File: src/dda_ray_setup_assert.svh
// Assertion macros for the ray setup block.
// Each checks on the rising edge of clk; DDA_ASSERT is off while rst is high.
`ifndef DDA_RAY_SETUP_ASSERT_SVH
`define DDA_RAY_SETUP_ASSERT_SVH
`ifndef SYNTHESIS
`define DDA_ASSERT(lbl, prop) \
  lbl: assert property (@(posedge clk) disable iff (rst) (prop)) \
    else $error("dda_ray_setup: assertion failed");
`define DDA_ASSERT_ALWAYS(lbl, prop) \
  lbl: assert property (@(posedge clk) (prop)) \
    else $error("dda_ray_setup: assertion failed");
`else
`define DDA_ASSERT(lbl, prop)
`define DDA_ASSERT_ALWAYS(lbl, prop)
`endif
`endif

File: src/dda_pkg.sv
package dda_pkg;

  localparam int unsigned SCREEN_COLUMNS_DEF = 1024;

  localparam int unsigned COL_W  = 10;
  localparam int unsigned DIR_W  = 18;
  localparam int unsigned POS_W  = 24;
  localparam int unsigned RAY_W  = 19;
  localparam int unsigned CAM_W  = 28;
  localparam int unsigned MAG_W  = 19;
  localparam int unsigned QUO_W  = 33;
  localparam int unsigned FRAC_W = 17;
  localparam int unsigned DIST_W = 32;
  localparam int unsigned CFG_W  = 24;

  localparam logic [RAY_W-1:0]  RAY_MIN_C = 19'h40000;
  localparam logic [RAY_W-1:0]  RAY_MAX_C = 19'h3FFFF;
  localparam logic [DIST_W-1:0] DIST_MAX  = 32'hFFFF_FFFF;
  localparam logic [1:0]        STEP_POS  = 2'b01;
  localparam logic [1:0]        STEP_NEG  = 2'b11;

  typedef enum logic [2:0] {
    CFG_VIEW_DIR_X   = 3'd0,
    CFG_VIEW_DIR_Y   = 3'd1,
    CFG_CAM_PLANE_X  = 3'd2,
    CFG_CAM_PLANE_Y  = 3'd3,
    CFG_VIEWER_POS_X = 3'd4,
    CFG_VIEWER_POS_Y = 3'd5
  } cfg_idx_t;

  typedef struct packed {
    logic [DIST_W-1:0] side_dist_y;
    logic [DIST_W-1:0] side_dist_x;
    logic [DIST_W-1:0] delta_dist_y;
    logic [DIST_W-1:0] delta_dist_x;
    logic [1:0]        step_y_dir;
    logic [1:0]        step_x_dir;
    logic [7:0]        cell_y;
    logic [7:0]        cell_x;
    logic [RAY_W-1:0]  ray_dir_y;
    logic [RAY_W-1:0]  ray_dir_x;
  } ray_t;

  // carried alongside the reciprocal pipeline
  typedef struct packed {
    logic [RAY_W-1:0]  ray_dir;
    logic              zero;
    logic [FRAC_W-1:0] frac;
  } axis_tag_t;

endpackage

File: src/dda_recip.sv
// pipelined restoring divider: quo = 2^32 / mag, one quotient bit per stage
module dda_recip #(
  parameter int unsigned TAG_W = 1
) (
  input  logic                        clk,
  input  logic                        rst,
  input  logic                        en,
  input  logic                        vld_in,
  input  logic [dda_pkg::MAG_W-1:0]   mag,
  input  logic [TAG_W-1:0]            tag_in,
  output logic                        vld_out,
  output logic [dda_pkg::QUO_W-1:0]   quo,
  output logic [TAG_W-1:0]            tag_out
);
  import dda_pkg::*;

  logic             vld [0:QUO_W];
  logic [MAG_W-1:0] rem [0:QUO_W];
  logic [QUO_W-1:0] qt  [0:QUO_W];
  logic [MAG_W-1:0] mg  [0:QUO_W];
  logic [TAG_W-1:0] tg  [0:QUO_W];

  assign vld[0] = vld_in;
  assign rem[0] = '0;
  assign qt[0]  = '0;
  assign mg[0]  = mag;
  assign tg[0]  = tag_in;

  for (genvar k = 0; k < QUO_W; k++) begin : g_stage
    logic [MAG_W:0] trial;
    logic [MAG_W:0] diff;
    logic           ge;

    // dividend is a one followed by zeros
    assign trial = {rem[k], (k == 0) ? 1'b1 : 1'b0};
    assign diff  = trial - {1'b0, mg[k]};
    assign ge    = trial >= {1'b0, mg[k]};

    always_ff @(posedge clk) begin
      if (rst) begin
        vld[k+1] <= 1'b0;
      end else if (en) begin
        vld[k+1] <= vld[k];
      end
    end

    always_ff @(posedge clk) begin
      if (en) begin
        rem[k+1] <= ge ? diff[MAG_W-1:0] : trial[MAG_W-1:0];
        qt[k+1]  <= {qt[k][QUO_W-2:0], ge};
        mg[k+1]  <= mg[k];
        tg[k+1]  <= tg[k];
      end
    end
  end

  assign vld_out = vld[QUO_W];
  assign quo     = qt[QUO_W];
  assign tag_out = tg[QUO_W];

endmodule

File: config.mk
export PLATFORM = sky130hd
export DESIGN_NAME = dda_recip
export DESIGN_NICKNAME = d
export VERILOG_FILES = /design/src/dda_ray_setup_assert.svh /design/src/dda_pkg.sv /design/src/dda_recip.sv
export SDC_FILE = /design/constraint.sdc
export NUM_CORES = 2
export LEC_CHECK = 0
export BUFFER_PORTS_ARGS = -buffer_cell sky130_fd_sc_hd__buf_2
export CORE_ASPECT_RATIO = 0.6
export CORE_MARGIN = 8
export CORE_UTILIZATION = 35
export DETAILED_ROUTE_END_ITERATION = 8
export GPL_TIMING_DRIVEN = 0
export PLACE_DENSITY_LB_ADDON = 0.15
export SYNTH_ARGS = -nofsm -noshare
export SYNTH_HDL_FRONTEND = slang
export SYNTH_SLANG_ARGS = --single-unit
File: constraint.sdc
create_clock -name clk -period 7.55 [get_ports clk]
set_input_delay 0.3775 -clock clk [delete_from_list [all_inputs] [get_ports clk]]
set_output_delay 0.3775 -clock clk [all_outputs]
set_load 0.03 [all_outputs]
==> flow_summary.json <==
{
  "synth_seq_area_share": 0.5991,
  "synth-edff-count": 1810,
  "htree_levels": 4,
  "initialDrtViolationCount": 5757,
  "crit_slowest_cell": "o21ai_0",
  "finalHoldViolCount": 0,
  "rsz0062_at_grt": "no",
  "async_flop_share": 0,
  "antenna_left": 0,
  "crit_buf_inv": 2,
  "min_period_ns": 5.293,
  "grt_pass1_wl_um": 320900,
  "fin_ws_ns": 2.257,
  "layout-drive-gt1-share": 0.09642,
  "p_per_area_nw_per_um2": 431.3,
  "avgSynthCellArea_um2": 12.55,
  "cts_tree": "built",
  "viasPerCell": 5.080,
  "wl_um": 209600,
  "gp_congestion": 0.8883,
  "first_pass_iters": 6,
  "wl_met1_um": 118300,
  "path_max_fanout": 10,
  "synth_flop_cell": "edfxtp_1",
  "cp_data_required_time_ns": 8.00,
  "ios": 59,
  "worstSetupEndpointType": "register",
  "finClkSkew_ns": 0.06940,
  "num_vias": 56965,
  "synth.distinct_cells": 89,
  "cts_setup_buffers": 0,
  "hold_class": "input port to register",
  "rows": 145,
  "ctsResizeCount": 0,
  "clockRootBuffer": "clkbuf_16",
  "die_h_um": 412.8,
  "track_usage": 0.1441,
  "place_ws_ns": 2.513,
  "cp_data_arrival_time_ns": 5.74,
  "finalSetupViolations": 0,
  "start_kind": "register",
  "leakagePower_nw": 40.70,
  "timing.setup.tns_ns": 0,
  "grt_max_degree": 174,
  "highest_layer": "met5",
  "crit_path_frequent_cell": "a21oi_1",
  "tightest_slew_ns": 1.407,
  "syn_to_final_growth_pct": 12.59,
  "finalCritPeriodShare": 0.7011,
  "slew_headroom": 0.05635,
  "clk_path_buf_depth": 4,
  "report.final.slew_viol_count": 0,
  "io_buffers": 57,
  "synth_cells": 7315,
  "grt_pass1_vias": 53309,
  "hold_buffers": 22,
  "netlist_area_um2": 91820,
  "yosysWarnings": 0,
  "peakVddDrop_mv": 0.1853,
  "critical_path.max_stage_delay_ns": 0.75,
  "path_class": "register to register",
  "start_util": 0.3525,
  "clock_sinks": 1843,
  "crit_chain": "ha_1 -> and3_1 -> a221oi_1 -> o21ai_0 -> a21oi_1 -> nor3_1 -> o21ai_0 -> a21oi_1 -> clkbuf_1 -> clkbuf_1 -> a21oi_1",
  "die_area_um2": 279500,
  "drc": 0,
  "wl_met2_um": 69910,
  "nNetsFinal": 8273,
  "cpLargestDelayFamily": "compound AO/OA/AOI/OAI gates",
  "grt_antenna_before_repair": 11,
  "dieWidth_um": 677.3,
  "dp_hpwl_um": 153700,
  "drv_cap": 0,
  "dr_wl_met3_um": 17940,
  "wl_per_cell_um": 18.70,
  "core_um2": 260500,
  "ys_seq_elements": 1843,
  "outcome": "complete, no violations",
  "clkTransAtPathRegs_ns": 0.06,
  "grt_overflow_total": 0,
  "cts_made_buffers": 196,
  "clkLatencyLatePin_ns": 0.86,
  "max_freq_mhz": 188.9,
  "fillCellCount": 24450
}
==> logic make-up (layout without fill, tap and decap cells) <==
| kind of cell | Yosys count | after routing | synth area share |
|---|---|---|---|
| compound gates | 1660 | 1660 | 0.1150 |
| simple gates | 1511 | 1511 | 0.07741 |
| xor+xnor | 451 | 451 | 0.04302 |
| flops | 1843 | 1843 | 0.5991 |
| fa+ha+maj | 639 | 639 | 0.08961 |
| other cells | 1 | 10 | 0.00004084 |
| mux | 304 | 304 | 0.03672 |
| buf+inv | 906 | 1342 | 0.03904 |
==> where the power goes <==
| group | switching [mW] | internal, mW |
|---|---|---|
| registers | 1.26 | 14.7 |
| logic | 11.2 | 7.76 |
| clock network | 4.10 | 5.66 |
| total | 16.5 | 28.1 |
==> per-layer routing <==
metal  up-vias  track usage
met5         -            0
met3       266      0.03758
met4         2      0.02763
met2      1675       0.1653
li1      27556            -
met1     27466       0.2521
==> through the flow <==
stage | power, mW | area, um2 | hold WS (ns) | instances | utilization
CTS | 44.75 | 103400 | 0.06810 | 11212 | 0.3968
global route | 47.56 | 103400 | 0.1072 | 11213 | 0.3968
floorplan | 29.14 | 91850 | 0.4003 | 7322 | -
global placement | 34.91 | 96460 | 0.4004 | 10833 | 0.3702
detailed placement | 34.58 | 96770 | 0.4045 | 10844 | 0.3715
finish | 44.59 | 103400 | 0.1217 | 11214 | 0.3968
==> layout make-up <==
class | count | area (um2) | share of cell area
repair buffers | 90 | 823.3 | 0.007964
plain buffers | 157 | 773.2 | 0.007479
multi-input cells | 4573 | 33250 | 0.3216
well taps | 3454 | 4322 | 0.04180
diodes | 2 | 5.005 | 0.00004841
inverters | 749 | 2811 | 0.02719
flip-flops and latches | 1843 | 55010 | 0.5321
clock inverters | 119 | 1276 | 0.01234
clock buffers | 227 | 5106 | 0.04939
==> layout by cell type (no fill, tap or decap), drive strengths merged, types with 31 or more instances in the layout <==
cell type  synthesis  layout
nand2b            80      80
clkbuf            86     313
nand3            111     111
or3               33      33
and3              46      46
and2              34      34
mux2             263     263
nor2             490     490
nor2b             72      72
nand4             80      80
dfxtp             33      33
o21a              55      55
o21ai            370     370
buf               71     139
edfxtp          1810    1810
fa                31      31
o21bai            59      59
clkinv             1      83
a21o             244     244
nand2            388     388
nor3              81      81
ha               608     608
a21oi            559     559
a211oi            61      61
xor2             165     165
a31oi             47      47
inv              748     751
mux2i             41      41
xnor2            286     286
==> cell usage after synthesis, drive strengths merged (33+ instances only) <==
cell type | number | area share
nor2 | 490 | 0.020
nand3 | 111 | 0.0061
a31oi | 47 | 0.0034
a211oi | 61 | 0.0050
nand2 | 388 | 0.016
ha | 608 | 0.083
and3 | 46 | 0.0031
inv | 748 | 0.031
o21ai | 370 | 0.020
dfxtp | 33 | 0.0072
nor2b | 72 | 0.0049
clkbuf | 86 | 0.0035
o21bai | 59 | 0.0048
mux2i | 41 | 0.0045
xor2 | 165 | 0.016
and2 | 34 | 0.0023
or3 | 33 | 0.0022
edfxtp | 1810 | 0.59
a21o | 244 | 0.020
nand2b | 80 | 0.0055
buf | 71 | 0.0049
nand4 | 80 | 0.0055
o21a | 55 | 0.0045
xnor2 | 286 | 0.027
mux2 | 263 | 0.032
nor3 | 81 | 0.0044
a21oi | 559 | 0.031
==> flip-flops by register name, summed over array words and instances (netlist names) <==
register,count
g_stage.trial,608
tg,32
vld,32
mg,608
qt,528
vld_out,1
quo,33
tag_out,1
==> path summary, 6_finish.rpt <==
check	start	to	slack, ns	cells past startpoint
min reg2reg	qt[408]$_DFFE_PP_	qt[376]$_DFFE_PP_	0.35	0
min	en	quo[28]$_DFFE_PP_	0.12	1
max	g_stage[21].trial[5]$_DFFE_PP_	g_stage[22].trial[17]$_DFFE_PP_	2.26	11
max reg2reg	g_stage[21].trial[5]$_DFFE_PP_	g_stage[22].trial[17]$_DFFE_PP_	2.26	11
No activity file was read; power rests on OpenSTA's default activity.
