===== src/dda_ray_setup_assert.svh =====
// Assertion macros for the ray setup block.
// Each checks on the rising edge of clk; DDA_ASSERT is off while rst is high.
`ifndef DDA_RAY_SETUP_ASSERT_SVH
`define DDA_RAY_SETUP_ASSERT_SVH
`ifndef SYNTHESIS
`define DDA_ASSERT(lbl, prop) \
  lbl: assert property (@(posedge clk) disable iff (rst) (prop)) \
    else $error("dda_ray_setup: assertion failed");
`define DDA_ASSERT_ALWAYS(lbl, prop) \
  lbl: assert property (@(posedge clk) (prop)) \
    else $error("dda_ray_setup: assertion failed");
`else
`define DDA_ASSERT(lbl, prop)
`define DDA_ASSERT_ALWAYS(lbl, prop)
`endif
`endif


===== src/dda_pkg.sv =====
package dda_pkg;

  localparam int unsigned SCREEN_COLUMNS_DEF = 1024;

  localparam int unsigned COL_W  = 10;
  localparam int unsigned DIR_W  = 18;
  localparam int unsigned POS_W  = 24;
  localparam int unsigned RAY_W  = 19;
  localparam int unsigned CAM_W  = 28;
  localparam int unsigned MAG_W  = 19;
  localparam int unsigned QUO_W  = 33;
  localparam int unsigned FRAC_W = 17;
  localparam int unsigned DIST_W = 32;
  localparam int unsigned CFG_W  = 24;

  localparam logic [RAY_W-1:0]  RAY_MIN_C = 19'h40000;
  localparam logic [RAY_W-1:0]  RAY_MAX_C = 19'h3FFFF;
  localparam logic [DIST_W-1:0] DIST_MAX  = 32'hFFFF_FFFF;
  localparam logic [1:0]        STEP_POS  = 2'b01;
  localparam logic [1:0]        STEP_NEG  = 2'b11;

  typedef enum logic [2:0] {
    CFG_VIEW_DIR_X   = 3'd0,
    CFG_VIEW_DIR_Y   = 3'd1,
    CFG_CAM_PLANE_X  = 3'd2,
    CFG_CAM_PLANE_Y  = 3'd3,
    CFG_VIEWER_POS_X = 3'd4,
    CFG_VIEWER_POS_Y = 3'd5
  } cfg_idx_t;

  typedef struct packed {
    logic [DIST_W-1:0] side_dist_y;
    logic [DIST_W-1:0] side_dist_x;
    logic [DIST_W-1:0] delta_dist_y;
    logic [DIST_W-1:0] delta_dist_x;
    logic [1:0]        step_y_dir;
    logic [1:0]        step_x_dir;
    logic [7:0]        cell_y;
    logic [7:0]        cell_x;
    logic [RAY_W-1:0]  ray_dir_y;
    logic [RAY_W-1:0]  ray_dir_x;
  } ray_t;

  // carried alongside the reciprocal pipeline
  typedef struct packed {
    logic [RAY_W-1:0]  ray_dir;
    logic              zero;
    logic [FRAC_W-1:0] frac;
  } axis_tag_t;

endpackage


===== src/dda_cam.sv =====
// camera coordinate: floor(column * 2^17 / SCREEN_COLUMNS) - 2^16
module dda_cam #(
  parameter int unsigned SCREEN_COLUMNS = dda_pkg::SCREEN_COLUMNS_DEF
) (
  input  logic                             clk,
  input  logic                             rst,
  input  logic                             en,
  input  logic                             vld_in,
  input  logic [dda_pkg::COL_W-1:0]        column,
  output logic                             vld_out,
  output logic signed [dda_pkg::CAM_W-1:0] cam
);
  import dda_pkg::*;

  // column * 2^17 / N = column * A + column * B / N
  localparam longint unsigned ColA   = (64'd1 << 17) / SCREEN_COLUMNS;
  localparam longint unsigned ColB   = (64'd1 << 17) % SCREEN_COLUMNS;
  localparam longint unsigned RecipM = (64'd1 << 32) / SCREEN_COLUMNS;
  localparam logic [16:0] A_C  = 17'(ColA);
  localparam logic [11:0] B_C  = 12'(ColB);
  localparam logic [31:0] M_C  = 32'(RecipM);
  localparam logic [12:0] SC_C = 13'(SCREEN_COLUMNS);

  logic [2:0]  vld;
  logic [26:0] a1, a2;
  logic [21:0] n1, n2;
  logic [9:0]  q0;
  logic [53:0] t;
  logic [22:0] qs, r;
  logic [10:0] qq;
  logic [26:0] camq;

  always_comb begin
    t    = 54'(n1) * 54'(M_C);
    qs   = 23'(q0) * 23'(SC_C);
    r    = 23'(n2) - qs;
    qq   = 11'(q0) + ((r >= 23'(SC_C)) ? 11'd1 : 11'd0);
    camq = a2 + 27'(qq);
  end

  always_ff @(posedge clk) begin
    if (rst) begin
      vld <= '0;
    end else if (en) begin
      vld <= {vld[1:0], vld_in};
    end
  end

  always_ff @(posedge clk) begin
    if (en) begin
      a1  <= 27'(27'(column) * 27'(A_C));
      n1  <= 22'(22'(column) * 22'(B_C));
      q0  <= t[41:32];
      n2  <= n1;
      a2  <= a1;
      cam <= $signed(28'({1'b0, camq}) - 28'd65536);
    end
  end

  assign vld_out = vld[2];

endmodule


===== config.mk =====
export PLATFORM = sky130hd
export DESIGN_NAME = dda_cam
export DESIGN_NICKNAME = d
export VERILOG_FILES = /design/src/dda_ray_setup_assert.svh /design/src/dda_pkg.sv /design/src/dda_cam.sv
export SDC_FILE = /design/constraint.sdc
export NUM_CORES = 1
export LEC_CHECK = 0
export ABC_AREA = 1
export BUFFER_PORTS_ARGS = -buffer_cell sky130_fd_sc_hd__buf_2
export CORE_UTILIZATION = 40
export DETAILED_ROUTE_END_ITERATION = 10
export PLACE_DENSITY = 0.67
export SLEW_MARGIN = 20
export SYNTH_ARGS = -nofsm -noshare
export SYNTH_HDL_FRONTEND = slang
export SYNTH_SLANG_ARGS = --single-unit

===== constraint.sdc =====
create_clock -name clk -period 0.92 [get_ports clk]
set_input_delay 0.138 -clock clk [delete_from_list [all_inputs] [get_ports clk]]
set_output_delay 0.138 -clock clk [all_outputs]
set_load 0.02 [all_outputs]

==> Implementation_results.wiki, run 1 <==
{| class="wikitable"
! Metric !! Value
|-
| Number of antenna cells inserted || 0
|-
| Post-route standard cell area excluding fillers || 0.00148 mm²
|-
| Per-cell routed wire length || 11.1 µm
|-
| Vias per std cell || 4.28
|-
| Period utilization || 126%
|-
| Core region area || 0.00276 mm²
|-
| Area of the die || 0.00313 mm²
|-
| Non-filler cells, final || 145
|-
| Remaining design rule violation count || 0
|-
| Insertion delay to the later sink of the worst-skew pair || 0.32 ns
|-
| Violations in the final reports || negative setup slack
|-
| Synth Area per Inst || 16.9 µm²
|-
| Area grow syn2layout || 27.1%
|-
| Share of post-route cells with drive strength above 1 || 39.5%
|-
| Critical Path Start Type || register
|-
| Pin count of the biggest net entering global routing || 28
|-
| Count of warnings emitted by yosys || 0
|-
| Cells after Synth || 69
|-
| Die X || 55.9 µm
|-
| Crit path max fanout || 6
|-
| Most area-consuming cells after synthesis || edfxtp_1 (77%), buf_4 (12%), dfxtp_1 (5.2%)
|-
| Max Slew Vio Count || 0
|-
| Status || complete, but fails checks
|-
| Clk buf depth || 2
|-
| Critical path required time || 0.78 ns
|-
| Vias after detailed routing || 620
|-
| CTS tree || built
|-
| Length of the first detailed-routing pass in iterations || 3
|-
| Fraction of post-synthesis cell area in the top cell type by area || 77.4%
|-
| Filler cell count || 230
|-
| Sink count of the clock tree || 33
|-
| Sequential share of the synthesized area || 82.6%
|-
| Static leakage || 0.629 nW
|-
| Peak supply drop || 1450 µV
|-
| Clock transition time at the flip-flop clock pins of the worst setup and hold paths || 0.09 ns
|-
| Fmax || 865 MHz
|-
| Setup Skew || 0.00586 ns
|-
| H-tree Lvls || 2
|-
| Overall fraction of global-route tracks in use || 11.8%
|-
| Initial Utilization || 42.2%
|-
| Count of unique library cells instantiated by Yosys || 7
|-
| Placer congestion estimate || 0.593
|-
| Power per standard cell area || 1910 mW/mm²
|-
| Clock buffer count from CTS || 5
|-
| Dpl hpwl || 935 µm
|-
| Classification of the worst-slack hold path || input port to register
|-
| Number of top-level pins || 43
|-
| Chip Height || 55.9 µm
|-
| IO Port Bufs || 35
|-
| Min Clock Period, post-route || 1.16 ns
|-
| Synthesized flop and latch total || 33
|-
| Smallest setup slack after layout || -0.236 ns
|-
| Global-route wire length before repair || 2480 µm
|-
| Placed cell areas || 0.00129 mm²
|-
| Final count of hold timing violations || 0
|-
| Combined area of all synthesized cells || 0.00116 mm²
|-
| WHS Path Cells || 1
|-
| Worst endpoint data arrival time || 1.02 ns
|-
| Final nets || 127
|-
| Core occupancy in the finished layout || 53.6%
|-
| Root Buffer || clkbuf_4
|-
| Number of placed instances, taps included || 125
|-
| 1st-iter DRT viols || 9
|-
| Remaining global-route overflow || 0
|-
| Number of violations of the max-capacitance limit || 0
|-
| R2R depth || 4
|-
| Number of global-route vias before repair || 555
|-
| Setup violators final || 22
|-
| Yosys top cell by area || edfxtp_1
|-
| RSZ-0062 raised after global routing || yes
|-
| Routed Antenna Nets || 0
|-
| FP Rows || 19
|-
| Endpoint type of the worst setup path || output pin
|-
| Total negative slack || -3.47 ns
|-
| Post-Route WL || 1610 µm
|-
| Initial antenna violation count || 0
|-
| Critical path class || register to output pin
|}
## per-layer routing
metal	global-route usage (%)	part of all wire (%)	wire, µm
met2	19.8	53	849
met1	11.0	36	572
met3	5.12	8.5	137
met4	9.41	3.2	51
met5	0	0	0
## registers in the layout, summed over array words and instances (netlist names)
register  cells
a2           10
a1           10
cam          10
vld           3
## cell type report
type / count / area [µm²] / share of cell area [%]
multi-input combinational: 19 / 71.3 / 4.82
timing repair buffer: 49 / 339 / 22.9
clock buffer: 8 / 48.8 / 3.30
tap: 31 / 38.8 / 2.62
sequential: 33 / 962 / 65.1
inverter: 5 / 18.8 / 1.27
## worst max-delay path, stage by stage (launching register included)
cell,delay [ns]
edfxtp_1,0.38
buf_4,0.16
buf_2,0.15
## synthesized netlist by cell type, drive strengths merged
cell type and n:
edfxtp 30, buf 18, nand2 6, nor2 6, inv 5, dfxtp 3
conb 1
## per-stage QoR
stage	hold WS [ns]	worst slack (ns)	power, W
6_report	0.0971	-0.236	0.00282
2_1_floorplan	0.237	-0.0285	0.00199
4_1_cts	0.0672	-0.255	0.00283
3_3_place_gp	0.315	0.111	0.00205
5_1_grt	0.0812	-0.305	0.00295
3_5_place_dp	0.317	0.0894	0.00206
## kinds of logic after synthesis
group | count (synthesis) | share of synthesized area [%]
DFF | 33 | 82.6
buffers and inverters | 23 | 13.2
and+or+nand+nor | 12 | 3.87
other | 1 | 0.322
## cells in the final DEF, fill, tap and decap left out
cell type / count
edfxtp_1: 30
dfxtp_1: 2
nor2_1: 6
buf_4: 4
inv_1: 5
nand2_1: 6
dlygate4sd3_1: 10
buf_12: 1
buf_6: 3
conb_1: 7
dfxtp_2: 1
clkbuf_1: 3
clkbuf_4: 5
buf_2: 31
## path summary, 6_finish.rpt
path | from | endpoint | slack (ns)
max | cam[26]$_DFFE_PP_ | cam[25] | -0.24
min | en | a1[13]$_DFFE_PP_ | 0.1
max reg2reg | vld[1]$_SDFFE_PP0P_ | vld[2]$_SDFFE_PP0P_ | 0.23
min reg2reg | a1[8]$_DFFE_PP_ | a2[8]$_DFFE_PP_ | 0.42
## power by group
group          total [W]  internal (W)  switching (W)
clock           0.000739      0.000304       0.000435
sequential       0.00178       0.00175      0.0000280
combinational   0.000301      0.000121       0.000180
total            0.00282       0.00218       0.000643
## repair_timing
action | in CTS | in global routing
hold buffers | 10 | 0
hold endpoints to repair | 10 | 0
setup buffers | 2 | 0
pin swaps | 0 | 0
endpoints found under the setup margin | 22 | 22
gates resized for setup | 4 | 6
No activity file was read; power rests on OpenSTA's default activity.
==> inputs of run 2 (changes only) <==
- ABC_AREA: 1 -> default
- CAP_MARGIN: default -> 30
==> Implementation_results.wiki, run 2 <==
{| class="wikitable"
! Metric !! Value
|-
| Cells after Synth || 59 (-14%)
|-
| Sequential share of power || 60.8% (-2.3 points)
|-
| Most common cell type on the critical path || buf_6
|-
| Min Clock Period, post-route || 1.17 ns (+0.0141 ns)
|-
| Power per standard cell area || 1850 mW/mm² (-2.9%)
|-
| Top library cells by usage in the layout, fill and taps aside || edfxtp_1 (30), buf_2 (19), buf_6 (18), dlygate4sd3_1 (11), conb_1 (7)
|-
| Smallest setup slack after layout || -0.250 ns (-0.0141 ns)
|-
| Compound-Gate Fraction of Synth Area || 0% (unchanged)
|-
| Root Buffer || clkbuf_4
|-
| Insertion delay to the later sink of the worst-skew pair || 0.32 ns (about the same)
|-
| Setup Skew || 0.00400 ns (-0.00186 ns)
|-
| Most area-consuming cells after synthesis || edfxtp_1 (79%), buf_4 (12%), dfxtp_1 (5.2%)
|-
| Int Pwr || 0.00228 W (+5.0%)
|-
| Classification of the worst-slack hold path || input port to register
|-
| Overall fraction of global-route tracks in use || 11.0% (-0.78 points)
|-
| Status || complete, but fails checks
|-
| Length of the first detailed-routing pass in iterations || 3 (unchanged)
|-
| Sw power || 0.000630 W (-2.1%)
|-
| Count of warnings emitted by yosys || 0 (unchanged)
|-
| Critical path class || register to output pin
|-
| Area of the die || 0.00308 mm² (-1.5%)
|-
| Clock power share || 27.7% (+1.5 points)
|-
| FP Rows || 19 (unchanged)
|-
| Dpl hpwl || 902 µm (-3.5%)
|-
| Remaining global-route overflow || 0 (unchanged)
|-
| Fraction of post-synthesis cell area in the top cell type by area || 78.7% (+1.3 points)
|-
| Filler cell count || 216 (-6.1%)
|-
| Placed cell areas || 0.00128 mm² (-0.87%)
|-
| Initial Utilization || 41.9% (-0.32 points)
|-
| Critical path required time || 0.78 ns (about the same)
|-
| Clock transition time at the flip-flop clock pins of the worst setup and hold paths || 0.09 ns (about the same)
|-
| Count of unique library cells instantiated by Yosys || 7 (unchanged)
|-
| IO Port Bufs || 35 (unchanged)
|-
| Most instantiated cells after synthesis || edfxtp_1 (30), buf_4 (18), dfxtp_1 (3), mux2i_1 (3), nor2_1 (3)
|-
| Routed Antenna Nets || 0 (unchanged)
|-
| Share of post-route cells with drive strength above 1 || 44.3% (+4.9 points)
|-
| 1st-iter DRT viols || 14 (+5)
|-
| Post-route standard cell area excluding fillers || 0.00157 mm² (+6.4%)
|-
| Final nets || 119 (-6.3%)
|-
| Most frequent cell after synthesis || edfxtp_1
|-
| Peak supply drop || 1460 µV (+0.56%)
|-
| Synth Area per Inst || 19.4 µm² (+15%)
|-
| Overall power of the completed layout || 0.00291 W (+3.4%)
|-
| Sink count of the clock tree || 33 (unchanged)
|-
| Max Slew Vio Count || 0 (unchanged)
|-
| Yosys top cell by area || edfxtp_1
|-
| Synthesized-area fraction occupied by adder cells || 0% (unchanged)
|-
| Initial antenna violation count || 0 (unchanged)
|-
| Violations in the final reports || negative setup slack
|-
| Fraction of registers with async set or reset after synthesis || 0% (unchanged)
|-
| Global-route wire length before repair || 2370 µm (-4.5%)
|-
| Setup violators final || 22 (unchanged)
|-
| Number of global-route vias before repair || 559 (+0.72%)
|-
| Pin count of the biggest net entering global routing || 17 (-39%)
|-
| Number of top-level pins || 43 (unchanged)
|-
| Period utilization || 127% (+1.5 points)
|-
| Clk buf depth || 2 (unchanged)
|-
| Vias per std cell || 4.36 (+2.1%)
|-
| Core region area || 0.00273 mm² (-0.86%)
|-
| Slowest CP cell || edfxtp_1
|-
| Fmax || 854 MHz (-1.2%)
|-
| Critical Path Start Type || register
|-
| Parity-gate share of the synthesized area counting xor and xnor cells || 0% (unchanged)
|-
| Final count of hold timing violations || 0 (unchanged)
|-
| Synth Area in Simple Gates || 0.984% (-2.9 points)
|-
| Combined area of all synthesized cells || 0.00114 mm² (-1.6%)
|-
| Area grow syn2layout || 37.5%
|-
| Static leakage || 0.650 nW (+3.4%)
|-
| Synthesized flop and latch total || 33 (unchanged)
|-
| Core occupancy in the finished layout || 57.6% (+3.9 points)
|-
| Clock buffer count from CTS || 5 (unchanged)
|-
| CTS tree || built
|-
| Worst Hold Slack || 0.0608 ns (-0.0363 ns)
|-
| Post-Route WL || 1460 µm (-9.4%)
|-
| Proportion of total power due to net switching || 21.6% (-1.2 points)
|-
| Placer congestion estimate || 0.599 (+1.0%)
|-
| Largest registers in the final layout || a1: 10 flops, a2: 10 flops, cam: 10 flops
|-
| Worst endpoint data arrival time || 1.03 ns (about the same)
|-
| Remaining design rule violation count || 0 (unchanged)
|-
| Number of antenna cells inserted || 0 (unchanged)
|-
| H-tree Lvls || 2 (unchanged)
|-
| Endpoint type of the worst setup path || output pin
|-
| Per-cell routed wire length || 10.6 µm (-4.1%)
|-
| Largest family of logic cells by synthesized area || buffers and inverters
|-
| Vias after detailed routing || 598 (-3.5%)
|-
| Sequential share of the synthesized area || 83.9% (+1.4 points)
|-
| Worst setup timing slack at the placement stage || 0.0881 ns (-0.00126 ns)
|-
| Commonest non-fill, non-tap cell in the layout || edfxtp_1
|-
| Crit path max fanout || 6 (unchanged)
|-
| Die X || 55.5 µm (-0.78%)
|-
| RSZ-0062 raised after global routing || yes
|-
| Comb power frac || 11.4% (+0.7 points)
|-
| CP cell instances || buf_6, buf_6
|-
| Post-synth top flop || edfxtp_1
|-
| Chip Height || 55.5 µm (-0.78%)
|-
| Proportion of synthesized area in mux cells || 2.62% (+2.6 points)
|-
| Number of enable-type register cells in the synthesized netlist || 30 (unchanged)
|-
| Slowest Stage Delay on Critical Path || 0.43 ns (+0.05 ns)
|-
| Number of violations of the max-capacitance limit || 0 (unchanged)
|}
run 2: cell types whose count changed in the layout (fill, tap and decap cells not counted):
cell,before,now
buf_2,31,19
dlygate4sd3_1,10,11
mux2i_1,0,3
nand2_1,6,0
inv_1,5,1
clkbuf_8,0,1
buf_4,4,2
nor2_1,6,3
clkbuf_1,3,2
buf_6,3,18
run 2: worst max-delay path, delay by kind of cell, from the launching register on:
kind,cells,cell delay [ns]
buf+inv,2,0.29
flops,1,0.43
run 2: power groups by stage:
stage	registers (W)	clock network, W	logic (W)
final	0.00177	0.000809	0.000333
after global routing	0.00178	0.000903	0.000353
after global placement	0.00180	0	0.000226
after CTS	0.00177	0.000839	0.000278
after floorplan	0.00184	0	0.000133
after detailed placement	0.00181	0	0.000230
run 2: stage by stage:
step,setup TNS (ns),cells
2_1_floorplan,-0.313,65
3_3_place_gp,0,116
3_5_place_dp,0,116
4_1_cts,-3.83,137
5_1_grt,-4.90,137
6_report,-3.59,137
run 2: routing by layer:
metal	wire, µm	track usage [%]	share of wire, %	up-vias
li1	-	-	-	278
met1	515	9.63	35	272
met2	770	18.6	53	42
met3	135	7.03	9.3	6
met4	37	6.43	2.5	0
met5	0	0	0	-
run 2: layout make-up:
type,instances,area (µm²),area share [%]
Sequential cell,33,962,61.1
Timing Repair Buffer,51,443,28.1
Multi-Input combinational cell,13,67.6,4.29
Clock buffer,8,58.8,3.74
Tap cell,31,38.8,2.46
Inverter,1,3.75,0.238
run 2: timing repair:
action,CTS,global route
buffers inserted,2,0
endpoints found under the setup margin,22,22
hold endpoints to repair,13,0
hold buffers,11,0
pin swaps,0,0
gates resized for setup,4,33
cloned,0,0
run 2: cells by family after synthesis:
logic type    count (synthesis)
flops                        33
buf+inv                      19
mux                           3
simple gates                  3
other cells                   1
run 2: final timing paths:
path                      from  cells after the start             endpoint  slack (ns)
max          cam[26]$_DFFE_PP_                      2              cam[24]       -0.25
min                     vld_in                      3  vld[0]$_SDFFE_PP0P_        0.06
max reg2reg   a1[15]$_DFFE_PP_                      0     a2[15]$_DFFE_PP_        0.29
min reg2reg    a1[8]$_DFFE_PP_                      0      a2[8]$_DFFE_PP_        0.42
