## src/dda_ray_setup_assert.svh

```systemverilog
// Assertion macros for the ray setup block.
// Each checks on the rising edge of clk; DDA_ASSERT is off while rst is high.
`ifndef DDA_RAY_SETUP_ASSERT_SVH
`define DDA_RAY_SETUP_ASSERT_SVH
`ifndef SYNTHESIS
`define DDA_ASSERT(lbl, prop) \
  lbl: assert property (@(posedge clk) disable iff (rst) (prop)) \
    else $error("dda_ray_setup: assertion failed");
`define DDA_ASSERT_ALWAYS(lbl, prop) \
  lbl: assert property (@(posedge clk) (prop)) \
    else $error("dda_ray_setup: assertion failed");
`else
`define DDA_ASSERT(lbl, prop)
`define DDA_ASSERT_ALWAYS(lbl, prop)
`endif
`endif

```

## src/dda_pkg.sv

```systemverilog
package dda_pkg;

  localparam int unsigned SCREEN_COLUMNS_DEF = 1024;

  localparam int unsigned COL_W  = 10;
  localparam int unsigned DIR_W  = 18;
  localparam int unsigned POS_W  = 24;
  localparam int unsigned RAY_W  = 19;
  localparam int unsigned CAM_W  = 28;
  localparam int unsigned MAG_W  = 19;
  localparam int unsigned QUO_W  = 33;
  localparam int unsigned FRAC_W = 17;
  localparam int unsigned DIST_W = 32;
  localparam int unsigned CFG_W  = 24;

  localparam logic [RAY_W-1:0]  RAY_MIN_C = 19'h40000;
  localparam logic [RAY_W-1:0]  RAY_MAX_C = 19'h3FFFF;
  localparam logic [DIST_W-1:0] DIST_MAX  = 32'hFFFF_FFFF;
  localparam logic [1:0]        STEP_POS  = 2'b01;
  localparam logic [1:0]        STEP_NEG  = 2'b11;

  typedef enum logic [2:0] {
    CFG_VIEW_DIR_X   = 3'd0,
    CFG_VIEW_DIR_Y   = 3'd1,
    CFG_CAM_PLANE_X  = 3'd2,
    CFG_CAM_PLANE_Y  = 3'd3,
    CFG_VIEWER_POS_X = 3'd4,
    CFG_VIEWER_POS_Y = 3'd5
  } cfg_idx_t;

  typedef struct packed {
    logic [DIST_W-1:0] side_dist_y;
    logic [DIST_W-1:0] side_dist_x;
    logic [DIST_W-1:0] delta_dist_y;
    logic [DIST_W-1:0] delta_dist_x;
    logic [1:0]        step_y_dir;
    logic [1:0]        step_x_dir;
    logic [7:0]        cell_y;
    logic [7:0]        cell_x;
    logic [RAY_W-1:0]  ray_dir_y;
    logic [RAY_W-1:0]  ray_dir_x;
  } ray_t;

  // carried alongside the reciprocal pipeline
  typedef struct packed {
    logic [RAY_W-1:0]  ray_dir;
    logic              zero;
    logic [FRAC_W-1:0] frac;
  } axis_tag_t;

endpackage

```

## src/dda_side.sv

```systemverilog
// delta and side distance of one axis, with saturation; two stages
module dda_side #(
  parameter int unsigned TAG_W = 1
) (
  input  logic                         clk,
  input  logic                         rst,
  input  logic                         en,
  input  logic                         vld_in,
  input  logic [dda_pkg::QUO_W-1:0]    quo,
  input  logic [dda_pkg::FRAC_W-1:0]   frac,
  input  logic                         zero,
  input  logic [TAG_W-1:0]             tag_in,
  output logic                         vld_out,
  output logic [dda_pkg::DIST_W-1:0]   delta,
  output logic [dda_pkg::DIST_W-1:0]   side,
  output logic                         clip,
  output logic [TAG_W-1:0]             tag_out
);
  import dda_pkg::*;

  logic [1:0]        vld;
  logic [33:0]       ph;
  logic [32:0]       pl;
  logic              zero1, big1;
  logic [DIST_W-1:0] q1;
  logic [TAG_W-1:0]  tag1;
  logic [34:0]       s;
  logic              s_big;

  // f * q split in halves of q to keep the multipliers at 17x17
  assign s     = 35'(ph) + 35'(pl[32:16]);
  assign s_big = s[34:32] != 3'd0;

  always_ff @(posedge clk) begin
    if (rst) begin
      vld <= '0;
    end else if (en) begin
      vld <= {vld[0], vld_in};
    end
  end

  always_ff @(posedge clk) begin
    if (en) begin
      ph      <= 34'(frac) * 34'(quo[32:16]);
      pl      <= 33'(frac) * 33'(quo[15:0]);
      zero1   <= zero;
      big1    <= quo[32];
      q1      <= quo[31:0];
      tag1    <= tag_in;
      delta   <= (zero1 || big1) ? DIST_MAX : q1;
      side    <= (zero1 || s_big) ? DIST_MAX : s[31:0];
      clip    <= zero1 || big1 || s_big;
      tag_out <= tag1;
    end
  end

  assign vld_out = vld[1];

endmodule

```

## config.mk

```make
export PLATFORM = sky130hd
export DESIGN_NAME = dda_side
export DESIGN_NICKNAME = d
export VERILOG_FILES = /design/src/dda_ray_setup_assert.svh /design/src/dda_pkg.sv /design/src/dda_side.sv
export SDC_FILE = /design/constraint.sdc
export NUM_CORES = 1
export LEC_CHECK = 0
export BUFFER_PORTS_ARGS = -buffer_cell sky130_fd_sc_hd__buf_2
export CAP_MARGIN = 20
export CORE_ASPECT_RATIO = 1.2
export CORE_MARGIN = 1.5
export CORE_UTILIZATION = 65
export CTS_CLUSTER_DIAMETER = 40
export DETAILED_ROUTE_END_ITERATION = 8
export HOLD_SLACK_MARGIN = 0.02
export PLACE_DENSITY = 0.84
export SETUP_SLACK_MARGIN = 0.5
export SYNTH_ARGS = -nofsm -noshare
export SYNTH_HDL_FRONTEND = slang
export SYNTH_SLANG_ARGS = --single-unit
```

## constraint.sdc

```tcl
create_clock -name clk -period 8.7 [get_ports clk]
set_clock_uncertainty 0.05 [all_clocks]
set_input_delay 1.74 -clock clk [delete_from_list [all_inputs] [get_ports clk]]
set_output_delay 1.74 -clock clk [all_outputs]
set_load 0.01 [all_outputs]
```

==> results of run 1 <==
## final cells by class
cell class              count  area, um^2  area share
repair buffers            137       734.5     0.02900
clock buffers              20       436.7     0.01724
inverters                 506        1899     0.07499
flip-flops and latches    154        4604      0.1818
multi-input cells        1654       16950      0.6690
clock inverters            11       122.6    0.004841
well taps                 468       585.6     0.02312
## flip-flops by register name (all words and copies together) (netlist names)
register  cells
ph           34
delta        32
q1           32
side         32
pl           17
vld           2
big1          1
clip          1
tag1          1
tag_out       1
zero1         1
## Yosys cell counts, types with 2 or more instances
cell type / n / area share
sky130_fd_sc_hd__edfxtp_1: 152 / 0.19
sky130_fd_sc_hd__a21boi_0: 2 / 0.00063
sky130_fd_sc_hd__nor3_1: 13 / 0.0027
sky130_fd_sc_hd__nor2b_1: 5 / 0.0013
sky130_fd_sc_hd__clkbuf_1: 100 / 0.016
sky130_fd_sc_hd__a21o_1: 19 / 0.0060
sky130_fd_sc_hd__a211o_1: 2 / 0.00073
sky130_fd_sc_hd__o21ai_1: 11 / 0.0023
sky130_fd_sc_hd__a21oi_1: 44 / 0.0092
sky130_fd_sc_hd__o31a_1: 2 / 0.00073
sky130_fd_sc_hd__nand3b_1: 2 / 0.00063
sky130_fd_sc_hd__a31oi_1: 3 / 0.00079
sky130_fd_sc_hd__o21bai_1: 9 / 0.0028
sky130_fd_sc_hd__xor2_1: 25 / 0.0092
sky130_fd_sc_hd__nand3_1: 44 / 0.0092
sky130_fd_sc_hd__fa_1: 432 / 0.36
sky130_fd_sc_hd__or3_1: 38 / 0.010
sky130_fd_sc_hd__a21oi_2: 2 / 0.00073
sky130_fd_sc_hd__and3_1: 9 / 0.0024
sky130_fd_sc_hd__mux2i_1: 2 / 0.00084
sky130_fd_sc_hd__nor2_1: 40 / 0.0063
sky130_fd_sc_hd__a31o_2: 2 / 0.00073
sky130_fd_sc_hd__o31ai_1: 2 / 0.00063
sky130_fd_sc_hd__o21a_1: 6 / 0.0019
sky130_fd_sc_hd__xnor2_1: 44 / 0.016
sky130_fd_sc_hd__o21ai_0: 19 / 0.0040
sky130_fd_sc_hd__ha_1: 227 / 0.12
sky130_fd_sc_hd__inv_1: 506 / 0.080
sky130_fd_sc_hd__nand4_1: 12 / 0.0031
sky130_fd_sc_hd__nand2b_1: 4 / 0.0010
sky130_fd_sc_hd__o211ai_1: 5 / 0.0016
sky130_fd_sc_hd__and2_1: 260 / 0.068
sky130_fd_sc_hd__nor4_1: 2 / 0.00052
sky130_fd_sc_hd__nand2_1: 340 / 0.053
sky130_fd_sc_hd__o2111ai_1: 2 / 0.00073
sky130_fd_sc_hd__dfxtp_1: 2 / 0.0017
sky130_fd_sc_hd__buf_6: 4 / 0.0019
sky130_fd_sc_hd__a211oi_1: 9 / 0.0028
## worst paths after layout
check | from | to | slack, ps | depth (start not counted)
hold reg to reg | tag1 | tag_out | 390 | 0
setup reg to reg | ph[0] | side[31] | 4810 | 12
setup / recovery | frac[8] | ph[31] | 620 | 21
hold / removal | tag1 | tag_out | 390 | 0
## per-layer routing
metal	share of wire	vias up
li1	-	7506
met1	0.37	8610
met2	0.50	797
met3	0.077	224
met4	0.055	0
met5	0	-
## logic make-up (layout without fill, tap and decap cells)
group / count (synthesis) / count (layout) / synth area share
DFF: 154 / 154 / 0.1929
AOI/OAI and AO/OA: 151 / 151 / 0.04151
adders and majority gates: 659 / 659 / 0.4813
and+or+nand+nor: 772 / 772 / 0.1599
buffers and inverters: 611 / 674 / 0.09734
muxes: 3 / 3 / 0.001782
xor gates and xnor gates: 69 / 69 / 0.02532
## repair_timing
action | CTS | global route
hold buffers | 0 | 0
resized for setup | 0 | 2
endpoints found under the hold margin | 0 | 0
setup endpoints to repair | 0 | 1
## through the flow
stage                     total power [uW]  setup slack, ps  area, um^2  hold WS, ps  utilization
after floorplan                       7882             1054       23870        350.3            -
after global placement                9432            658.9       24760        352.3       0.6871
after detailed placement              9855            318.4       24760        384.7       0.6871
after CTS                            10690            780.1       25320        399.1       0.7026
after global routing                 11890            539.8       25330        399.2       0.7028
final                                10740            621.9       25330        389.2       0.7028
## power groups by stage
| stage | clock network (uW) | logic (uW) | registers (uW) |
|---|---|---|---|
| final | 732 | 8490 | 1510 |
| after global placement | 0 | 7920 | 1520 |
| after CTS | 739 | 8440 | 1510 |
| after detailed placement | 0 | 8330 | 1520 |
| after global routing | 772 | 9590 | 1530 |
| after floorplan | 0 | 6390 | 1500 |
==> results_dict.tcl, run 1 <==
set metrics [dict create \
    fin_max_slew_vios 0 \
    critical_path.endpoint_type "flop" \
    chip_width_um 177.9 \
    tightestPinTransition_ps 978.1 \
    hold_class "flop to flop" \
    slew_headroom 0.3340 \
    drt_drc_violations_left 0 \
    areaGrowthSynthToFinish_pct 6.106 \
    grt_max_degree 99 \
    routed_via_density 5.809 \
    net_switching_power_figure_uw 5341 \
    totalNegativeSetupSlack_ps 0 \
    clk_tree_root_cell "sky130_fd_sc_hd__clkbuf_16" \
    most-common-layout-cells "sky130_fd_sc_hd__inv_1 (506), sky130_fd_sc_hd__fa_1 (432), sky130_fd_sc_hd__nand2_1 (340)" \
    seq_power_share 0.141 \
    antenna_cells 0 \
    floorplan.initialDensity 0.6623 \
    worst-endpoint-required_ps 8860 \
    timing.final.setup_violations 0 \
    p_int_uw 5395 \
    synth_enable_flop_cells 152 \
    run_status "finished, final reports clean" \
    total_leakage_power_uw 0.01226 \
    htree_levels 4 \
    grt_overflow_total 0 \
    globalRouteTotalUtil 0.3245 \
    synthesized_nets 3134 \
    io-pin-count 123 \
    cts_made_buffers 17 \
    critical_path.most_common_cell "sky130_fd_sc_hd__fa_1" \
    cts-root-to-sink-buffers 2 \
    number_of_placed_cells_counting_well_taps 2919 \
    grt.met3_usage 0.05929 \
    ys_ff_latch 154 \
    most_common_library_cell_in_the_layout_ignoring_fill_and_taps "sky130_fd_sc_hd__inv_1" \
    postRouteWirelength_um 57430 \
    worst-endpoint-arrival_ps 8230 \
    worst-path-buf-inv 4 \
    synth_top_flop_cell "sky130_fd_sc_hd__edfxtp_1" \
    busiest_layer "met2" \
    cpMaxStageDelayCell "sky130_fd_sc_hd__buf_2" \
    synth_cells 2419 \
    max-vdd-ir-drop_mv 0.5164 \
    timing.critical_path.slowest_cell_delay_ps 630 \
    maxCapViolations 0 \
    combinationalPowerShare 0.791 \
    die_area_mm2 0.03789 \
    cts.repair_timing.setup_buffer_count 0 \
    hpwlAfterDp_um 43170 \
    avgSynthCellArea_um2 9.868 \
    power_frac_clock 0.068 \
    ys_warn_count 0 \
    worst-path-max-fanout 33 \
    criticalPathCategory "primary input to flop" \
    fmaxAchievable_mhz 123.8 \
    met1_usage 0.3920 \
    floorplan.rows 76 \
    die_height_um 212.9 \
    grt_antenna_before_repair 1 \
    critical_path.top_delay_family "adder cells" \
    synth.yosys.seq_area_share 0.1929 \
    first_global_vias 18738 \
    instances_no_fill 2950 \
    drt_first_pass_iters 6 \
    grt_pass1_wl_um 93540 \
    vias 17137 \
    drtIter0Drc 1307 \
    clk-insertion-delay-late_ps 450 \
    critical_path.startpoint_type "primary input" \
    finalHoldViolations 0 \
    cts_sinks 154 \
    cell_variety_after_synth 55 \
    power_density_mw_per_mm2 423.9 \
    gp_congestion 0.9397 \
    p_sw_frac 0.4975 \
    min_period_over_period 0.9285 \
    detail_route.wl_per_cell_um 19.47 \
    synth_area_mm2 0.02387 \
    port_buffers 122 \
    cp_cell_sequence "buf_2, nand2_1, fa_1, fa_1, inv_1, fa_1, inv_1, fa_1, inv_1, fa_1, fa_1, ha_1, nand3_1, nor4_1, nor2_1, a22oi_1, a211o_1, a41oi_1, o21ai_1, a21oi_1, xnor2_1" \
    final_nets 3185 \
    detail-route-antenna-nets 0 \
    met2_usage 0.5536 \
    cts.clk_slew.worst_paths_ps 60 \
    placeableCoreArea_mm2 0.03604 \
    post_route_cells_drive_above_1_share 0.07051 \
    synthArstFlopShare 0 \
    min_period_ps 8078 \
    rsz0062_at_grt "false" \
    layout.filler_cells 2605 \
    tritoncts "yes" \
]
No activity file was read; power rests on OpenSTA's default activity.
==> run 2, diff against run 1 <==
--- a/config.mk
+++ b/config.mk
@@ -14,7 +14,9 @@
 export DETAILED_ROUTE_END_ITERATION = 8
 export HOLD_SLACK_MARGIN = 0.02
 export PLACE_DENSITY = 0.84
+export REMOVE_ABC_BUFFERS = 1
 export SETUP_SLACK_MARGIN = 0.5
+export SKIP_LAST_GASP = 1
 export SYNTH_ARGS = -nofsm -noshare
 export SYNTH_HDL_FRONTEND = slang
 export SYNTH_SLANG_ARGS = --single-unit
==> run 2 against run 1 <==
Compared with the run above: core utilization rose by 0.30 points; sequential share of layout area is 0.076 points lower; routed wire length shrank 1.7%; setup slack improved by 240 ps; flip-flop and latch count did not move; non-clock buffer count up 4; fmax is 3.0% higher; via count increased by 1.1%; die area is the same; final cell count is 0.17% higher.
==> results_dict.tcl, run 2 (synthesis gave the netlist of run 1 again) <==
set metrics [dict create \
    worst-endpoint-arrival_ps 8010 \
    cp_cell_sequence "buf_2, nand2_1, fa_1, inv_1, fa_1, inv_1, fa_1, inv_1, fa_1, fa_1, fa_1, ha_1, o21ai_0, a21oi_1, nand4_1, o21ai_1, nand3_1, a31oi_1, a31oi_1, o31a_1, xnor2_1" \
    slew_headroom 0.2974 \
    post_cts_hold_buffer_count 0 \
    cts_made_buffers 17 \
    postRouteWirelength_um 56440 \
    routed_via_density 5.864 \
    final_nets 3189 \
    drt_drc_violations_left 0 \
    htree_levels 4 \
    totalNegativeSetupSlack_ps 0 \
    antenna_cells 0 \
    grt_overflow_total 0 \
    origin_of_the_worst_min_delay_path "tag1" \
    r2r-end "side[4]" \
    largest_register_ffs 34 \
    cts-root-to-sink-buffers 2 \
    timing.final.setup_violations 0 \
    rrSetupSlack_ps 5160 \
    critical_path.most_common_cell "sky130_fd_sc_hd__fa_1" \
    detail-route-antenna-nets 0 \
    fin_max_slew_vios 0 \
    most-common-layout-cells "sky130_fd_sc_hd__inv_1 (506), sky130_fd_sc_hd__fa_1 (432), sky130_fd_sc_hd__nand2_1 (340)" \
    clk-insertion-delay-late_ps 470 \
    critPathLaunch "frac[7]" \
    worst_reg_to_reg_path_cell_count 13 \
    drt_first_pass_iters 9 \
    hold_class "flop to flop" \
    timing.critical_path.slowest_cell_delay_ps 610 \
    layout.cell_area.non_filler_mm2 0.02543 \
    register_ranked_first_by_flip_flop_count "ph" \
    holdPathEnd "tag_out" \
    drtIter0Drc 1300 \
    tightestPinTransition_ps 1054 \
    grt_pass1_wl_um 91400 \
    critical_path.top_delay_family "adder cells" \
    number_of_placed_cells_counting_well_taps 2921 \
    worst-path-max-fanout 33 \
    io-pin-count 123 \
    ctsResizeCount 0 \
    maxCapViolations 0 \
    first_global_vias 18580 \
    finalHoldViolations 0 \
    globalRouteTotalUtil 0.3168 \
    tritoncts "yes" \
    min_period_ps 7842 \
    gp_congestion 0.9478 \
    cpMaxStageDelayCell "sky130_fd_sc_hd__buf_2" \
    critical_path.startpoint_type "primary input" \
    critical_path.endpoint_type "flop" \
    post_route_cells_drive_above_1_share 0.07358 \
    most_common_library_cell_in_the_layout_ignoring_fill_and_taps "sky130_fd_sc_hd__inv_1" \
    hpwlAfterDp_um 43130 \
    floorplan.rows 76 \
    cts.clk_slew.worst_paths_ps 70 \
    floorplan.initialDensity 0.6623 \
    cts_sinks 154 \
    r2r_start "ph[0]" \
    vias 17328 \
    cts.repair_timing.setup_buffer_count 0 \
    clk_tree_root_cell "sky130_fd_sc_hd__clkbuf_16" \
    grt_max_degree 82 \
    die_area_mm2 0.03789 \
    placeableCoreArea_mm2 0.03604 \
    min_period_over_period 0.9014 \
    worstHoldPathCells 0 \
    layout.filler_cells 2528 \
    detail_route.wl_per_cell_um 19.10 \
    grt_antenna_before_repair 0 \
    areaGrowthSynthToFinish_pct 6.552 \
    chip_width_um 177.9 \
    instances_no_fill 2955 \
    rsz0062_at_grt "false" \
    criticalPathCategory "primary input to flop" \
    fmaxAchievable_mhz 127.5 \
    port_buffers 122 \
    worst-endpoint-required_ps 8870 \
    worst-path-buf-inv 4 \
    die_height_um 212.9 \
    run_status "finished, final reports clean" \
    placed_cell_area_mm2 0.02478 \
]
[run 2: worst max-delay path by stage]
stage	slack, ps	endpoint	cells after the start
floorplan	1470	pl[26]	21
global placement	730	ph[32]	21
detailed placement	490	ph[32]	21
CTS	980	ph[32]	21
global route	560	ph[32]	21
finish	860	ph[32]	21
[run 2: worst register-to-register path, delay by kind of cell (launching register included)]
kind,cells,cell delay (ps)
adders and majority gates,2,430
buffers and inverters,2,290
and+or+nand+nor,2,260
AOI/OAI and AO/OA,6,1490
DFF,1,370
muxes,1,370
[run 2: layout make-up]
type,instances,area [um^2],share of cell area
clock inverters,14,171.4,0.006739
repair buffers,141,799.5,0.03143
clock buffers,18,429.2,0.01687
inverters,506,1899,0.07468
multi-input cells,1654,16950,0.6662
well taps,468,585.6,0.02302
flip-flops and latches,154,4604,0.1810
[run 2: routing by layer]
metal / vias up / share of wire / track usage
met1: 8666 / 0.34 / 0.3631
met2: 910 / 0.51 / 0.5478
met4: 0 / 0.065 / 0.2002
li1: 7517 / - / -
met3: 235 / 0.082 / 0.05662
met5: - / 0 / 0
[run 2: metrics by stage]
stage	hold WS [ps]	worst slack, ps	util
final	368.0	858.2	0.7057
after global routing	394.9	556.5	0.7057
after CTS	370.6	977.0	0.7042
after detailed placement	355.7	490.6	0.6875
after global placement	357.8	732.6	0.6875
after floorplan	350.3	1465	-
Power of run 2 is left out: the tool's default activity adds up to more than one toggle a clock period on the data nets, which glitch-free logic cannot reach.
